<file path="src/rtl/core/jmsp_pkg.sv">
// Package for the JPEG marker segment parser.
// Holds the byte classes, error kinds, parse phases, marker codes and the result struct.
// No dependencies.
`default_nettype none

package jmsp_pkg;

  // Role of one byte of the file.
  typedef enum logic [2:0] {
    CL_FILL    = 3'd0,
    CL_MARKER  = 3'd1,
    CL_LENHI   = 3'd2,
    CL_LENLO   = 3'd3,
    CL_BODY    = 3'd4,
    CL_ENTROPY = 3'd5,
    CL_STOP    = 3'd6
  } class_e;

  // Reason the parser stopped.
  typedef enum logic [1:0] {
    ERR_NONE    = 2'd0,
    ERR_NOMARK  = 2'd1,
    ERR_SHORT   = 2'd2,
    ERR_OVERRUN = 2'd3
  } err_e;

  // Parse phase, one-hot.
  typedef enum logic [5:0] {
    PH_MARK    = 6'b000001,
    PH_LENHI   = 6'b000010,
    PH_LENLO   = 6'b000100,
    PH_BODY    = 6'b001000,
    PH_ENTROPY = 6'b010000,
    PH_STOP    = 6'b100000
  } phase_e;

  localparam logic [7:0]  FILL_BYTE  = 8'hFF;
  localparam logic [7:0]  MARKER_LO  = 8'hC0;
  localparam logic [7:0]  MARKER_HI  = 8'hFE;
  localparam logic [7:0]  MK_SOI     = 8'hD8;
  localparam logic [7:0]  MK_EOI     = 8'hD9;
  localparam logic [7:0]  MK_SOS     = 8'hDA;
  localparam logic [7:0]  MK_NONE    = 8'h00;
  localparam logic [7:0]  SECT_MAX   = 8'hFF;
  localparam logic [15:0] MIN_LEN    = 16'd2;
  localparam int unsigned STREAM_BITS = 24;

  // One result item.
  typedef struct packed {
    class_e     byte_class;
    logic [7:0] byte_value;
    logic [7:0] marker_code;
    logic [7:0] section_index;
    logic       body_last;
    err_e       error_kind;
  } res_t;

endpackage

`default_nettype wire

</file>
<file path="src/rtl/core/jmsp_core.sv">
// Parse state registers and the per-byte classification logic.
// Depends on jmsp_pkg; produces one result item per accepted input item.
`default_nettype none

module jmsp_core #(
  parameter int unsigned POSITION_BITS = 24,
  parameter int unsigned MAX_FILL      = 7
) (
  input  wire logic                                clk_i,
  input  wire logic                                rst_ni,
  input  wire logic                                accept_i,
  input  wire logic [7:0]                          data_byte_i,
  input  wire logic                                frame_start_i,
  input  wire logic [jmsp_pkg::STREAM_BITS-1:0]    stream_length_i,
  output jmsp_pkg::res_t                           res_o
);
  import jmsp_pkg::*;

  localparam int unsigned FW = $clog2(MAX_FILL + 1);
  localparam int unsigned WB = (POSITION_BITS > STREAM_BITS) ? POSITION_BITS : STREAM_BITS;
  localparam int unsigned CW = WB + 2;

  phase_e                   phase_q, phase_d, eff_phase;
  logic [FW-1:0]            fill_q, fill_d, eff_fill;
  logic [7:0]               marker_q, marker_d, eff_marker;
  logic [7:0]               lenhi_q, lenhi_d, eff_lenhi;
  logic [15:0]              remain_q, remain_d, eff_remain;
  logic [POSITION_BITS-1:0] pos_q, pos_d, eff_pos;
  logic [7:0]               sect_q, sect_d, eff_sect;
  err_e                     err_q, err_d, eff_err;

  logic [CW-1:0]            pos_ext, sl_ext, pos_end, pos_plus3;
  logic [15:0]              seg_len, remain_dec;
  logic                     is_sos;
  class_e                   cls;
  logic                     last;

  // A frame start clears the parse state before its own byte is handled.
  always_comb begin
    if (frame_start_i) begin
      eff_phase  = PH_MARK;
      eff_fill   = '0;
      eff_marker = MK_NONE;
      eff_lenhi  = '0;
      eff_remain = '0;
      eff_pos    = '0;
      eff_sect   = '0;
      eff_err    = ERR_NONE;
    end else begin
      eff_phase  = phase_q;
      eff_fill   = fill_q;
      eff_marker = marker_q;
      eff_lenhi  = lenhi_q;
      eff_remain = remain_q;
      eff_pos    = pos_q;
      eff_sect   = sect_q;
      eff_err    = err_q;
    end
  end

  // Position arithmetic against the stream length.
  assign pos_ext    = CW'(eff_pos);
  assign sl_ext     = CW'(stream_length_i);
  assign seg_len    = {eff_lenhi, data_byte_i};
  assign pos_end    = pos_ext + CW'(1) + CW'(seg_len);
  assign pos_plus3  = pos_ext + CW'(3);
  assign remain_dec = eff_remain - 16'd1;
  assign is_sos     = (eff_marker == MK_SOS);

  // Classify the byte and compute the next parse state.
  always_comb begin
    phase_d  = eff_phase;
    fill_d   = eff_fill;
    marker_d = eff_marker;
    lenhi_d  = eff_lenhi;
    remain_d = eff_remain;
    sect_d   = eff_sect;
    err_d    = eff_err;
    cls      = CL_STOP;
    last     = 1'b0;

    if (pos_ext >= sl_ext) begin
      cls = CL_STOP;
    end else begin
      case (eff_phase)
        PH_MARK: begin
          if (data_byte_i == FILL_BYTE && eff_fill < FW'(MAX_FILL)) begin
            fill_d = eff_fill + FW'(1);
            cls    = CL_FILL;
          end else if (data_byte_i inside {[MARKER_LO:MARKER_HI]}) begin
            if (eff_marker == MK_NONE) begin
              sect_d = '0;
            end else if (eff_sect != SECT_MAX) begin
              sect_d = eff_sect + 8'd1;
            end
            marker_d = data_byte_i;
            fill_d   = '0;
            cls      = CL_MARKER;
            phase_d  = (data_byte_i == MK_SOI || data_byte_i == MK_EOI) ? PH_MARK : PH_LENHI;
          end else begin
            err_d   = ERR_NOMARK;
            phase_d = PH_STOP;
          end
        end
        PH_LENHI: begin
          lenhi_d = data_byte_i;
          cls     = CL_LENHI;
          phase_d = PH_LENLO;
        end
        PH_LENLO: begin
          if (seg_len < MIN_LEN) begin
            err_d   = ERR_SHORT;
            phase_d = PH_STOP;
          end else if (is_sos && pos_end > sl_ext) begin
            err_d   = ERR_OVERRUN;
            phase_d = PH_STOP;
          end else begin
            cls      = CL_LENLO;
            remain_d = seg_len - MIN_LEN;
            if (seg_len != MIN_LEN) begin
              phase_d = PH_BODY;
            end else if (is_sos && pos_plus3 < sl_ext) begin
              phase_d = PH_ENTROPY;
            end else begin
              phase_d = PH_MARK;
            end
          end
        end
        PH_BODY: begin
          cls      = CL_BODY;
          remain_d = remain_dec;
          if (remain_dec == 16'd0) begin
            if (is_sos && pos_plus3 < sl_ext) begin
              phase_d = PH_ENTROPY;
            end else begin
              phase_d = PH_MARK;
              last    = 1'b1;
            end
          end
        end
        PH_ENTROPY: begin
          cls = CL_ENTROPY;
          if (pos_plus3 >= sl_ext) begin
            last    = 1'b1;
            phase_d = PH_MARK;
          end
        end
        default: begin
          cls = CL_STOP;
        end
      endcase
    end
  end

  // Byte position saturates at its all-ones value.
  assign pos_d = (eff_pos != '1) ? eff_pos + POSITION_BITS'(1) : eff_pos;

  // Result item for this byte.
  always_comb begin
    res_o.byte_class    = cls;
    res_o.byte_value    = data_byte_i;
    res_o.marker_code   = marker_d;
    res_o.section_index = sect_d;
    res_o.body_last     = last;
    res_o.error_kind    = (cls == CL_STOP) ? err_d : ERR_NONE;
  end

  // Parse state advances once per accepted item.
  always_ff @(posedge clk_i or negedge rst_ni) begin
    if (!rst_ni) begin
      phase_q  <= PH_MARK;
      fill_q   <= '0;
      marker_q <= MK_NONE;
      lenhi_q  <= '0;
      remain_q <= '0;
      pos_q    <= '0;
      sect_q   <= '0;
      err_q    <= ERR_NONE;
    end else if (accept_i) begin
      phase_q  <= phase_d;
      fill_q   <= fill_d;
      marker_q <= marker_d;
      lenhi_q  <= lenhi_d;
      remain_q <= remain_d;
      pos_q    <= pos_d;
      sect_q   <= sect_d;
      err_q    <= err_d;
    end
  end

endmodule

`default_nettype wire

</file>
<file path="src/rtl/core/jmsp_out_reg.sv">
// Output register for result items with valid/stall handshake.
// Depends on jmsp_pkg for the result struct.
`default_nettype none

module jmsp_out_reg (
  input  wire logic            clk_i,
  input  wire logic            rst_ni,
  input  wire logic            load_i,
  input  wire jmsp_pkg::res_t  res_i,
  input  wire logic            out_stall_i,
  output logic                 out_valid_o,
  output logic                 busy_o,
  output jmsp_pkg::res_t       res_o
);
  import jmsp_pkg::*;

  logic valid_q, valid_d;
  res_t data_q;

  // The register is busy while it holds an item the receiver has not taken.
  assign busy_o  = valid_q & out_stall_i;
  assign valid_d = load_i | busy_o;

  always_ff @(posedge clk_i or negedge rst_ni) begin
    if (!rst_ni) begin
      valid_q <= 1'b0;
    end else begin
      valid_q <= valid_d;
    end
  end

  // Result payload needs no reset.
  always_ff @(posedge clk_i) begin
    if (load_i) begin
      data_q <= res_i;
    end
  end

  assign out_valid_o = valid_q;
  assign res_o       = data_q;

endmodule

`default_nettype wire

</file>
<file path="src/rtl/core/jpeg_marker_segment_parser.sv">
// JPEG marker segment parser: labels each byte of a JPEG file with its role.
// A result is registered and appears in the cycle after its item is accepted.
// Throughput: one item per cycle unless a result stalls; one parse state update per byte.
// Reset clears the parse state, the output valid and stream_length to zero.
// A frame start item clears the parse state before its byte is handled.
`default_nettype none

module jpeg_marker_segment_parser #(
  parameter int unsigned POSITION_BITS = 24,
  parameter int unsigned MAX_FILL      = 7
) (
  input  wire logic        clk_i,
  input  wire logic        rst_ni,
  input  wire logic        cfg_we_i,
  input  wire logic [23:0] cfg_wdata_i,
  input  wire logic        in_valid_i,
  output logic             in_stall_o,
  input  wire logic [7:0]  data_byte_i,
  input  wire logic        frame_start_i,
  output logic             out_valid_o,
  input  wire logic        out_stall_i,
  output logic [2:0]       byte_class_o,
  output logic [7:0]       byte_value_o,
  output logic [7:0]       marker_code_o,
  output logic [7:0]       section_index_o,
  output logic             body_last_o,
  output logic [1:0]       error_kind_o
);
  import jmsp_pkg::*;

  logic [STREAM_BITS-1:0] stream_length_q;
  logic                   accept;
  logic                   busy;
  res_t                   res_new, res_out;

  // Stream length register.
  always_ff @(posedge clk_i or negedge rst_ni) begin
    if (!rst_ni) begin
      stream_length_q <= '0;
    end else if (cfg_we_i) begin
      stream_length_q <= cfg_wdata_i;
    end
  end

  // An item is taken unless the output register holds a stalled item.
  assign in_stall_o = busy;
  assign accept     = in_valid_i & ~busy;

  jmsp_core #(
    .POSITION_BITS (POSITION_BITS),
    .MAX_FILL      (MAX_FILL)
  ) u_core (
    .clk_i           (clk_i),
    .rst_ni          (rst_ni),
    .accept_i        (accept),
    .data_byte_i     (data_byte_i),
    .frame_start_i   (frame_start_i),
    .stream_length_i (stream_length_q),
    .res_o           (res_new)
  );

  jmsp_out_reg u_out_reg (
    .clk_i       (clk_i),
    .rst_ni      (rst_ni),
    .load_i      (accept),
    .res_i       (res_new),
    .out_stall_i (out_stall_i),
    .out_valid_o (out_valid_o),
    .busy_o      (busy),
    .res_o       (res_out)
  );

  assign byte_class_o    = res_out.byte_class;
  assign byte_value_o    = res_out.byte_value;
  assign marker_code_o   = res_out.marker_code;
  assign section_index_o = res_out.section_index;
  assign body_last_o     = res_out.body_last;
  assign error_kind_o    = res_out.error_kind;

  // An accepted item always shows up as a result in the next cycle.
  a_accept_to_result: assert property (@(posedge clk_i) disable iff (!rst_ni)
    (in_valid_i && !in_stall_o) |=> out_valid_o)
    else $error("accepted item produced no result");

  // The input side only stalls behind a pending result.
  a_stall_needs_result: assert property (@(posedge clk_i) disable iff (!rst_ni)
    in_stall_o |-> (out_valid_o && out_stall_i))
    else $error("input stalled with no pending result");

  // An error kind is reported only on stopped bytes.
  a_err_only_stop: assert property (@(posedge clk_i) disable iff (!rst_ni)
    (out_valid_o && byte_class_o != CL_STOP) |-> (error_kind_o == ERR_NONE))
    else $error("error kind on a byte that is not stopped");

  // The last-byte flag marks only body or entropy bytes.
  a_last_on_content: assert property (@(posedge clk_i) disable iff (!rst_ni)
    (out_valid_o && body_last_o) |->
      (byte_class_o == CL_BODY || byte_class_o == CL_ENTROPY))
    else $error("body_last on a non-content byte");

endmodule

`default_nettype wire

</file>
<file path="config.mk">
export PLATFORM = sky130hd
export DESIGN_NAME = jpeg_marker_segment_parser
export DESIGN_NICKNAME = d
export VERILOG_FILES = /design/src/rtl/core/jmsp_pkg.sv /design/src/rtl/core/jmsp_core.sv /design/src/rtl/core/jmsp_out_reg.sv /design/src/rtl/core/jpeg_marker_segment_parser.sv
export SDC_FILE = /design/constraint.sdc
export NUM_CORES = 1
export LEC_CHECK = 0
export BUFFER_PORTS_ARGS = -buffer_cell sky130_fd_sc_hd__buf_2
export CAP_MARGIN = 20
export CORE_UTILIZATION = 45
export DETAILED_ROUTE_END_ITERATION = 12
export MAX_ROUTING_LAYER = met4
export SKIP_LAST_GASP = 1
export SLEW_MARGIN = 20
export SYNTH_ARGS = -nofsm -noshare
export SYNTH_HDL_FRONTEND = slang
export SYNTH_SLANG_ARGS = --single-unit
</file>
<file path="constraint.sdc">
create_clock -name clk_i -period 13.08 [get_ports clk_i]
set_clock_uncertainty 0.15 [all_clocks]
set_input_delay 1.962 -clock clk_i [delete_from_list [all_inputs] [get_ports clk_i]]
set_output_delay 1.962 -clock clk_i [all_outputs]
set_load 0.01 [all_outputs]
</file>
Word level (Yosys, flattened, before mapping) --
Cells that the tools add are included.
Storage, ports and cells: bits in writable memories 0, output and inout bits 32, logic and storage cells 112, register bits 130, memory bits (read-only) 0, memories 0, latch bits 0, input port bits 38
Operators by class: shifts and indexed selects 0, add/subtract/negate cells 8, div/mod/pow operators 0, equal/unequal tests 13, bitwise operators 4, $lt $le $gt $ge 8, mux-type cells 56, reductions and logical operators 7, $mul 0
Operator list (number):
- $mux W8 | 15
- $mux W16 | 4
- $mux W6 | 9
- $mux W24 | 2
- $eq A8 B8 Y1 const B | 4
- $pmux W16 S2 | 1
- $mux W3 | 10
- $pmux W6 S5 | 1
- $add A26 B16 Y26 | 1
- $ge A26 B24 Y1 | 1
- $gt A26 B24 Y1 | 1
- $lt A26 B24 Y1 | 1
- $add A24 B1 Y25 const B | 1
- $add A24 B2 Y25 const B | 1
- $add A24 B1 Y24 const B | 1
- $ge A24 B24 Y1 | 1
- $ne A24 B24 Y1 const B | 1
- $logic_not A16 Y1 | 1
- $lt A16 B2 Y1 const B | 1
- $ne A16 B2 Y1 const B | 1
- $sub A16 B1 Y16 const B | 1
- $sub A16 B2 Y16 const B | 1
- $pmux W3 S5 | 1
- $mux W2 | 7
- other kinds (22) | 28

Depth between registers and ports, before layout --
Gate-level depths: netlist of run 1.
depth in word-level cells 10, gate-level depth with buffers 32, depth with buffers taken out 27

Cells and area by module --
A second synthesis of run 1 with hierarchy kept.
Unflattened totals: cells, all modules 1214, area total of the unflattened synthesis 10672.7 µm²
By module, submodules not included:
- jmsp_core | sequential area each 1878.1 µm², area an instance 8729.6 µm², cells an instance 1129, instances 1
- jpeg_marker_segment_parser | sequential area each 600.6 µm², area an instance 1003.5 µm², cells an instance 52, instances 1
- jmsp_out_reg | sequential area each 925.9 µm², area an instance 939.7 µm², cells an instance 33, instances 1

Worst setup path after synthesis of run 1 --
OpenSTA, ideal clock, no wires.
path type input-to-reg, start input port frame_start_i, end register u_core.remain_q[10], library setup time 126 ps, data arrival time 8858 ps, path buffers 7, data required time 12804 ps, cell stages on the path 32, path slack 3946 ps, cells stage by stage buf_2 buf_2 clkbuf_1 buf_2 clkbuf_1 buf_1 clkbuf_1 nor2b_1 ha_1 nand4_1 nand2b_1 xnor2_1 ha_1 nand2_1 o21ai_0 a41oi_1 o221ai_1 nand3_1 a311oi_1 a21oi_1 nand2b_1 xnor2_1 ha_1 nand4_1 or4_1 o41ai_1 a21oi_1 o21ai_0 and2_1 a21oi_4 or2_4 a221o_1
On the way: cells in the longest elaborated chain, start to end 9, elaborated cells on any way between the ends 20, classes of those cells 4 x add/sub; 3 x order compare; 3 x eq/ne; 9 x mux; 1 x reduce/logical
Ends and longest elaborated chain:
- from (decl) | RTL line jpeg_marker_segment_parser.sv:19 | input wire logic frame_start_i,
- $mux W24 | RTL line jmsp_core.sv:40 | if (frame_start_i) begin
- $add A24 B1 Y25 | RTL line jmsp_core.sv:65 | assign pos_end = pos_ext + CW'(1) + CW'(seg_len);
- $add A26 B16 Y26 | RTL line jmsp_core.sv:65
- $gt A26 B24 Y1 | RTL line jmsp_core.sv:114 | end else if (is_sos && pos_end > sl_ext) begin
- $logic_and A1 B1 Y1 | RTL line jmsp_core.sv:114
- $mux W16 | RTL line jmsp_core.sv:114
- $mux W16 | RTL line jmsp_core.sv:111 | if (seg_len < MIN_LEN) begin
- $pmux W16 S2 | RTL line jmsp_core.sv:85 | case (eff_phase)
- $mux W16 (*) | RTL line jmsp_core.sv:82 | if (pos_ext >= sl_ext) begin
- to (signal assigned) | RTL line jmsp_core.sv:184 | remain_q <= remain_d;
- to (decl) | RTL line jmsp_core.sv:27 | logic [15:0] remain_q, remain_d, eff_remain;
Every way passes the cells marked *; elsewhere a longest branch is shown, timed or not. A chain may end at the register's enable or synchronous reset.

Final worst setup path of run 1 --
start input port frame_start_i, end register u_core.remain_q[11]
The elaborated chain is that of the path after synthesis.

==> impl_metrics.ini, run 1 <==
[worst_setup_path]
worstPathRequired_ns = 13.25
endpoint_kind = flop
cpPeakStageDelay_ns = 0.59
crit_arrival_ns = 8.86
critical_path_class = input port to flop
start_kind = input port
worstRegToRegCells = 26
critPathBufInv = 4
crit_slowest_cell = or4_1
rr_endpoint = u_core.remain_q[11]$_DFFE_PN0P_
worst_r2r_startpoint = u_core.pos_q[0]$_DFFE_PN0P_
path_delay_family = compound AO/OA/AOI/OAI gates
r2r_slack_ns = 5.89
crit_top_cell = nand2b_1
worst-path-max-fanout = 59

[sta]
post-route-period-util_pct = 66.4
setup_slack_ns = 4.39
timing.slew.headroom_pct = 31.9
setup-tns-final_ns = 0
layout_min_cycle_time_ns = 8.69
rsz0062_at_grt = no
fmax_mhz = 115
finalSetupViolCount = 0
worst_pin_slew_ns = 1.01
drv_slew = 0
finalHoldViolCount = 0

[clocking]
max-clock-path-buffers = 2
cts_buffers = 17
htreeDepth = 4
clk_pin_slew_ns = 0.06
cts_resized = 0
ctsHoldBuffers = 0
cts_tree = built
ctsRootBufferMaster = clkbuf_16
clkSinkCount = 130
insertion_delay_ns = 0.44
postCtsSetupBuffers = 0

[pwr]
vdd_drop_max_uv = 79.3
leakage_nw = 5.18
powerDensity_nw_per_um2 = 117

[hold_path]
hold_depth = 1
hold_path_end = u_core.sect_q[3]$_DFFE_PN0P_
hold_class = flop to flop
min_from = u_core.sect_q[3]$_DFFE_PN0P_

[synth]
synth_edf_count = 30
synth_area_leaders = dfrtp_1 (23%), ha_1 (11%), edfxtp_1 (8.5%)
yosys.area.top_type_share_pct = 23.3
syn_area_um2 = 10600
synth_cells = 1263
syn_nets = 1399
avgSynthCellArea_um2 = 8.42
post-synth-top-count-cell = nand2_1
yosysUniqueCellTypes = 87
synth_seq_cells = 130
synth-seq-area-share_pct = 32.0
ys.flop_type = dfrtp_1
yosysWarningCount = 0
ys_top_cells_by_count = nand2_1 (149), o21ai_0 (101), dfrtp_1 (99)
async_reset_ff_share_pct = 76.9
synth_top_cell_by_area = dfrtp_1

[place]
place_congestion = 0.930
hpwlAfterDp_mm = 23.4
pre_cts_ws_ns = 4.03
port_buffers = 69

[detailed_routing]
drt-pass1-iter-count = 6
final_antenna_net_count = 0
wirelength_mm = 32.1
wl_per_cell_um = 19.7
num_vias = 9568
viasPerCell = 5.88
drt-initial-drc-count = 907
drcViolationCount = 0

[global_routing]
grt_pass1_wl_mm = 51.0
first_global_vias = 9107
overflow = 0
grt_max_degree = 66
antenna_found_initial = 0
grt_usage_pct = 28.3

[die]
io_pins = 70
rows = 55
die_area_um2 = 24300
start_util_pct = 46.4
die_h_um = 156
core_area_um2 = 22900
die_w_um = 156

[finish]
areaGrowthSynthToFinish_pct = 10.9
drive_above_1_share_pct = 10.4
antenna_cells = 0
n_fill_cell = 2187
nNetsFinal = 1437

[run]
maxCapViolCount = 0

[outcome]
run_status = complete, no violations
routing by layer:
metal	share of wire [%]	track usage [%]	wire length, um	vias up
li1	-	-	-	4667
met1	48	39.1	15300	4563
met2	44	43.0	14300	301
met3	6.1	4.36	1960	37
met4	1.7	7.38	530	0
met5	0	-	0	-
cell usage in the layout (no fill, tap or decap), drive strengths merged, types with 22 or more instances in the layout:
| master | instances |
|---|---|
| nand2 | 150 |
| ha | 97 |
| nor2b | 37 |
| inv | 69 |
| o21ai | 106 |
| nor3 | 29 |
| xor2 | 22 |
| dfrtp | 99 |
| a21oi | 70 |
| buf | 76 |
| nand3 | 48 |
| nor2 | 95 |
| xnor2 | 59 |
| nand4 | 23 |
| edfxtp | 30 |
worst max-delay path by stage:
stage | cells after the start | to | startpoint | slack, ns
6_report | 27 | u_core.remain_q[11]$_DFFE_PN0P_ | frame_start_i | 4.39
5_1_grt | 27 | u_core.remain_q[10]$_DFFE_PN0P_ | frame_start_i | 4.00
4_1_cts | 27 | u_core.remain_q[11]$_DFFE_PN0P_ | frame_start_i | 4.43
3_5_place_dp | 27 | u_core.remain_q[8]$_DFFE_PN0P_ | frame_start_i | 4.03
3_3_place_gp | 27 | u_core.remain_q[7]$_DFFE_PN0P_ | frame_start_i | 4.24
2_1_floorplan | 32 | u_core.remain_q[10]$_DFFE_PN0P_ | frame_start_i | 3.95
power by group:
part / leakage, nW / total (mW) / internal, mW / switching, mW
combinational: 3.30 / 0.381 / 0.146 / 0.235
clock: 0.291 / 0.500 / 0.272 / 0.228
sequential: 1.59 / 0.496 / 0.458 / 0.0383
sequential cells by signal (all words and copies together), names as in the netlist, 3 cells and up:
name             count
u_core.remain_q     16
u_out_reg.res_o     30
u_core.phase_q       6
u_core.pos_q        24
u_core.sect_q        8
u_core.lenhi_q       8
u_core.marker_q      8
stream_length_q     24
u_core.fill_q        3
cell type report:
class | instances | area [um2] | share of cell area (%)
clock buffer | 17 | 425 | 3.61
multi-input combinational | 1014 | 6770 | 57.4
timing repair buffer | 76 | 400 | 3.39
inverter | 62 | 233 | 1.97
clock inverter | 15 | 168 | 1.42
sequential | 130 | 3400 | 28.9
tap | 313 | 392 | 3.32
metrics by stage:
stage	hold slack, ns	power (mW)	area [um2]	std cells	util (%)
after floorplan	0.293	0.767	10600	1263	-
after detailed placement	0.324	0.879	11200	1595	48.9
final	0.338	1.38	11800	1627	51.5
after CTS	0.336	1.38	11800	1627	51.5
after global routing	0.374	1.45	11800	1627	51.5
after global placement	0.320	0.877	11200	1595	48.9
cells by family (layout without fill, tap and decap cells):
logic type	Yosys count	after routing	share of synthesized area (%)
xor gates and xnor gates	84	84	7.32
adders and majority gates	99	99	11.7
DFF	130	130	32.0
muxes	9	9	0.894
buffers and inverters	119	170	4.33
and+or+nand+nor	504	504	24.3
AOI/OAI and AO/OA	318	318	19.4
(Power assumes the default switching activity.)
==> run 2, diff against run 1 <==
==> constraint.sdc (replaced) <==
create_clock -name clk_i -period 7.9 [get_ports clk_i]
set_clock_uncertainty 0.15 [all_clocks]
set_input_delay 1.185 -clock clk_i [delete_from_list [all_inputs] [get_ports clk_i]]
set_output_delay 1.185 -clock clk_i [all_outputs]
set_load 0.01 [all_outputs]
==> run 2 against run 1 <==
  * Wire length up 0.41%
  * Largest power group is now sequential cells
  * Combinational power up 67%
  * Critical path depth up 1
  * Global-route usage up 0.35 points
  * Power up 65%
  * Sequential power up 65%
  * Worst setup slack worse by 3.8 ns
==> impl_metrics.ini, run 2 (synthesis gave the netlist of run 1 again) <==
[finish]
final_cell_area_um2 = 11900
drive_above_1_share_pct = 10.9
antenna_cells = 0
post-route-util_pct = 51.7
final_cell_mix = nand2_1 (148), o21ai_0 (101), dfrtp_1 (99), ha_1 (97), nor2_1 (93)
layout_commonest_cell = nand2_1
final_cell_count_no_fill = 1631
areaGrowthSynthToFinish_pct = 11.4
nNetsFinal = 1441
largest_reg_flops = 30

[place]
port_buffers = 69
placed_area_um2 = 11200
dp_cells = 1599
hpwlAfterDp_mm = 23.5
pre_cts_ws_ns = 0.0993
place_congestion = 0.927

[hold_path]
hold_path_end = u_core.sect_q[3]$_DFFE_PN0P_
hold_depth = 1
min_from = u_core.sect_q[3]$_DFFE_PN0P_
hold_class = flop to flop

[detailed_routing]
drcViolationCount = 0
num_vias = 9742
wirelength_mm = 32.2
viasPerCell = 5.97
wl_per_cell_um = 19.7
drt-pass1-iter-count = 8
final_antenna_net_count = 0
drt-initial-drc-count = 837

[outcome]
run_status = complete, no violations

[sta]
timing.slew.headroom_pct = 30.8
worst_pin_slew_ns = 1.03
drv_slew = 0
fmax_mhz = 137
rsz0062_at_grt = no
setup-tns-final_ns = 0
hold_ws_ns = 0.327
layout_min_cycle_time_ns = 7.30
finalSetupViolCount = 0
post-route-period-util_pct = 92.4
setup_slack_ns = 0.600
finalHoldViolCount = 0

[worst_setup_path]
worst-path-max-fanout = 9
critical_path_class = input port to flop
start_kind = input port
crit_arrival_ns = 7.47
worst_r2r_startpoint = u_core.pos_q[0]$_DFFE_PN0P_
endpoint_kind = flop
worstRegToRegCells = 26
rr_endpoint = u_core.remain_q[3]$_DFFE_PN0P_
r2r_slack_ns = 1.07
worstPathRequired_ns = 8.07

[die]
die_h_um = 156
die_w_um = 156
start_util_pct = 46.4
core_area_um2 = 22900
rows = 55
die_area_um2 = 24300
io_pins = 70

[global_routing]
overflow = 0
first_global_vias = 9136
grtUsageMet1_pct = 40.5
antenna_found_initial = 0
busiest_layer = met2
grtUsageMet3_pct = 4.25
grt_usage_pct = 28.6
grtUsageMet2_pct = 42.3
grt_max_degree = 57
grt_pass1_wl_mm = 51.6

[clocking]
cts_tree = built
ctsRootBufferMaster = clkbuf_16
insertion_delay_ns = 0.44
max-clock-path-buffers = 2
htreeDepth = 4
ctsHoldBuffers = 0
clk_pin_slew_ns = 0.07
clkSinkCount = 130
cts_buffers = 17

[pwr]
powerDensity_nw_per_um2 = 192
vdd_drop_max_uv = 133
fin_total_pwr_mw = 2.27
leakage_nw = 5.21

[run]
maxCapViolCount = 0
==> run 2: cell types whose count changed in the layout (fill, tap and decap cells not counted), moves of 2 or more <==
cell	delta
inv_6	+2
clkinv_4	-2
clkinv_8	+4
buf_4	+4
==> run 2: timing repair <==
action | in CTS | in global routing
setup endpoints to repair | 0 | 7
buffers inserted | 0 | 0
gates resized for setup | 0 | 1
==> run 2: cell type report <==
cell class	count	area [um2]
clock buffer	17	425
clock inverter	15	179
fill	2219	11100
inverter	62	233
multi-input combinational	1014	6790
sequential	130	3400
tap	313	392
timing repair buffer	80	430
==> run 2: power by group <==
part,internal (mW),leakage (nW),switching (mW)
logic,0.244,3.32,0.395
registers,0.758,1.59,0.0629
clock network,0.428,0.295,0.386
==> run 2: critical path, stage by stage <==
cell and delay, ns:
buf_2 0.15, clkinv_1 0.07, nand2_1 0.10, inv_1 0.15
ha_1 0.22, nand4_1 0.22, nand2b_1 0.26, xnor2_1 0.16
ha_1 0.36, nand2_1 0.07, o21ai_0 0.22, a41oi_1 0.21
o221ai_1 0.37, nand3_1 0.16, a311oi_2 0.28, a21oi_1 0.18
nand2b_1 0.19, xnor2_1 0.14, ha_1 0.30, nand4_1 0.13
or4_1 0.60, o41ai_2 0.42, a21oi_1 0.11, o21ai_0 0.17
and2_2 0.31, a21oi_4 0.12, or2_4 0.30, a221o_1 0.34
==> run 2: routing by layer <==
layer | vias to the layer above | routed length, um | share of wire [%]
met2 | 400 | 14000 | 44
met5 | - | 0 | 0
met3 | 40 | 2250 | 7.0
met4 | 0 | 558 | 1.7
li1 | 4687 | - | -
met1 | 4615 | 15300 | 48
==> run 2: worst max path at each step <==
stage	from	end	slack (ns)
after floorplan	frame_start_i	u_core.remain_q[10]$_DFFE_PN0P_	0.04
after global placement	frame_start_i	u_core.remain_q[3]$_DFFE_PN0P_	0.29
after detailed placement	frame_start_i	u_core.remain_q[3]$_DFFE_PN0P_	0.1
after CTS	frame_start_i	u_core.remain_q[3]$_DFFE_PN0P_	0.53
after global routing	frame_start_i	u_core.remain_q[8]$_DFFE_PN0P_	0.04
final	frame_start_i	u_core.remain_q[3]$_DFFE_PN0P_	0.60
==> run 3, diff against run 2 <==
--- a/config.mk
+++ b/config.mk
@@ -8,8 +8,10 @@
 export BUFFER_PORTS_ARGS = -buffer_cell sky130_fd_sc_hd__buf_2
 export CAP_MARGIN = 20
 export CORE_UTILIZATION = 45
+export CTS_BUF_LIST = sky130_fd_sc_hd__clkbuf_2 sky130_fd_sc_hd__clkbuf_4 sky130_fd_sc_hd__clkbuf_8
 export DETAILED_ROUTE_END_ITERATION = 12
 export MAX_ROUTING_LAYER = met4
+export RECOVER_POWER = 100
 export SKIP_LAST_GASP = 1
 export SLEW_MARGIN = 20
 export SYNTH_ARGS = -nofsm -noshare
==> run 3 against run 2 <==
  * The run now ends with capacitance limit, slew limit left
  * Combinational power down 0.8%
  * Wire length down 0.43%
  * Non-clock buffer count unchanged
  * Sequential power about the same
  * Cell count unchanged
  * Die area unchanged
  * Sequential share of layout area up 0.67 points
  * First-iteration DRC count down 3.2%
  * Largest power group unchanged
==> impl_metrics.ini, run 3 (synthesis gave the netlist of run 1 again) <==
[outcome]
run_status = finished, violations left
violations = capacitance limit, slew limit

[pwr]
p_sw_mw = 0.817
pwr-share-comb_pct = 30.8
p_seq_share_pct = 39.9
leakage_nw = 4.99
powerDensity_nw_per_um2 = 178
p_int_mw = 1.24
p_sw_share_pct = 39.7
vdd_drop_max_uv = 104
fin_total_pwr_mw = 2.06
clkPwrFrac_pct = 29.3

[sta]
setup_slack_ns = 0.594
drv_slew = 241
post-route-period-util_pct = 92.5
finalSetupViolCount = 0
hold_ws_ns = 0.332
worst_pin_slew_ns = 3.25
finalHoldViolCount = 0
layout_min_cycle_time_ns = 7.31
setup-tns-final_ns = 0
timing.slew.headroom_pct = -117
fmax_mhz = 137
rsz0062_at_grt = no

[clocking]
insertion_delay_ns = 0.48
cts_tree = built
ctsHoldBuffers = 0
clk_pin_slew_ns = 0.10
clkSinkCount = 130
postCtsSetupBuffers = 0
htreeDepth = 4
cts_resized = 0
ctsRootBufferMaster = clkbuf_8
cts_buffers = 17
max-clock-path-buffers = 2

[worst_setup_path]
critical_path_class = input port to flop
crit_start = frame_start_i
endpoint_kind = flop
start_kind = input port
crit_arrival_ns = 7.52
worst_r2r_startpoint = u_core.pos_q[0]$_DFFE_PN0P_
worstPathRequired_ns = 8.11
worst-path-max-fanout = 9

[global_routing]
overflow = 0
grt_usage_pct = 28.5
first_global_vias = 9127
grt_max_degree = 57
grt_pass1_wl_mm = 51.3
antenna_found_initial = 0

[place]
pre_cts_ws_ns = 0.0993
placed_area_um2 = 11200
dp_cells = 1599
hpwlAfterDp_mm = 23.5
port_buffers = 69
place_congestion = 0.927

[detailed_routing]
drt-initial-drc-count = 810
wirelength_mm = 32.0
drt-pass1-iter-count = 6
wl_per_cell_um = 19.6
viasPerCell = 5.94
drcViolationCount = 0
num_vias = 9681
final_antenna_net_count = 0

[finish]
final_cell_mix = nand2_1 (148), o21ai_0 (103), dfrtp_1 (99), ha_1 (97), nor2_1 (94)
largest_reg_flops = 30
drive_above_1_share_pct = 7.28
nNetsFinal = 1441
final_cell_area_um2 = 11600
antenna_cells = 0
post-route-util_pct = 50.5
layout_commonest_cell = nand2_1
areaGrowthSynthToFinish_pct = 8.88
final_cell_count_no_fill = 1631
n_fill_cell = 2265

[hold_path]
min_from = u_core.sect_q[3]$_DFFE_PN0P_
hold_class = flop to flop

[run]
maxCapViolCount = 5

[die]
die_area_um2 = 24300
start_util_pct = 46.4
io_pins = 70
die_h_um = 156
die_w_um = 156
core_area_um2 = 22900
rows = 55
[run 3: cell types whose count changed in the layout (fill, tap and decap cells not counted), moves of 6 or more]
cell	previous run	this run
buf_2	68	27
buf_4	12	6
clkbuf_1	0	46
clkbuf_16	17	0
clkbuf_8	0	17
[run 3: routing by layer]
metal | up-vias | routed length, um | global-route usage (%)
met1 | 4648 | 15400 | 40.1
met3 | 26 | 2090 | 4.81
met2 | 328 | 14100 | 42.6
met4 | 0 | 402 | 6.21
li1 | 4679 | - | -
met5 | - | 0 | -
[run 3: area by class of cell]
| class | count | area [um2] | area share, % |
|---|---|---|---|
| Sequential cell | 130 | 3400 | 29.4 |
| Clock inverter | 15 | 179 | 1.55 |
| Multi-Input combinational cell | 1014 | 6780 | 58.5 |
| Clock buffer | 17 | 234 | 2.02 |
| Inverter | 62 | 233 | 2.01 |
| Timing Repair Buffer | 80 | 360 | 3.11 |
| Tap cell | 313 | 392 | 3.38 |
[run 3: worst max-delay path, stage by stage]
cell and delay, ns:
buf_2 0.15, clkinv_1 0.06, nand2_1 0.10, inv_1 0.15
ha_1 0.22, nand4_1 0.21, nand2b_1 0.26, xnor2_1 0.16
ha_1 0.36, nand2_1 0.07, o21ai_0 0.22, a41oi_1 0.21
o221ai_1 0.37, nand3_1 0.16, a311oi_2 0.28, a21oi_1 0.18
nand2b_1 0.19, xnor2_1 0.14, ha_1 0.30, nand4_1 0.13
or4_1 0.60, o41ai_2 0.42, a21oi_1 0.12, o21ai_0 0.17
and2_2 0.29, a21oi_2 0.15, or2_4 0.31, a221o_1 0.34
[run 3: path summary, 6_finish.rpt]
kind | to | slack, ns | cells after the start
worst max register to register | u_core.remain_q[7]$_DFFE_PN0P_ | 1.01 | 26
max in group asynchronous | u_core.sect_q[1]$_DFFE_PN0P_ | 2.13 | 2
worst min register to register | u_core.sect_q[3]$_DFFE_PN0P_ | 0.33 | 1
min in group asynchronous | stream_length_q[16]$_DFFE_PN0P_ | 1.64 | 1
worst max-delay path | u_core.remain_q[7]$_DFFE_PN0P_ | 0.59 | 28
worst min-delay path | u_core.sect_q[3]$_DFFE_PN0P_ | 0.33 | 1
[run 3: power by group through the flow]
stage / Clock (mW) / Combinational, mW / Sequential (mW)
after floorplan: 0 / 0.450 / 0.820
after global placement: 0 / 0.623 / 0.831
after detailed placement: 0 / 0.629 / 0.831
after CTS: 0.612 / 0.634 / 0.818
after global routing: 0.644 / 0.711 / 0.831
final: 0.602 / 0.633 / 0.821
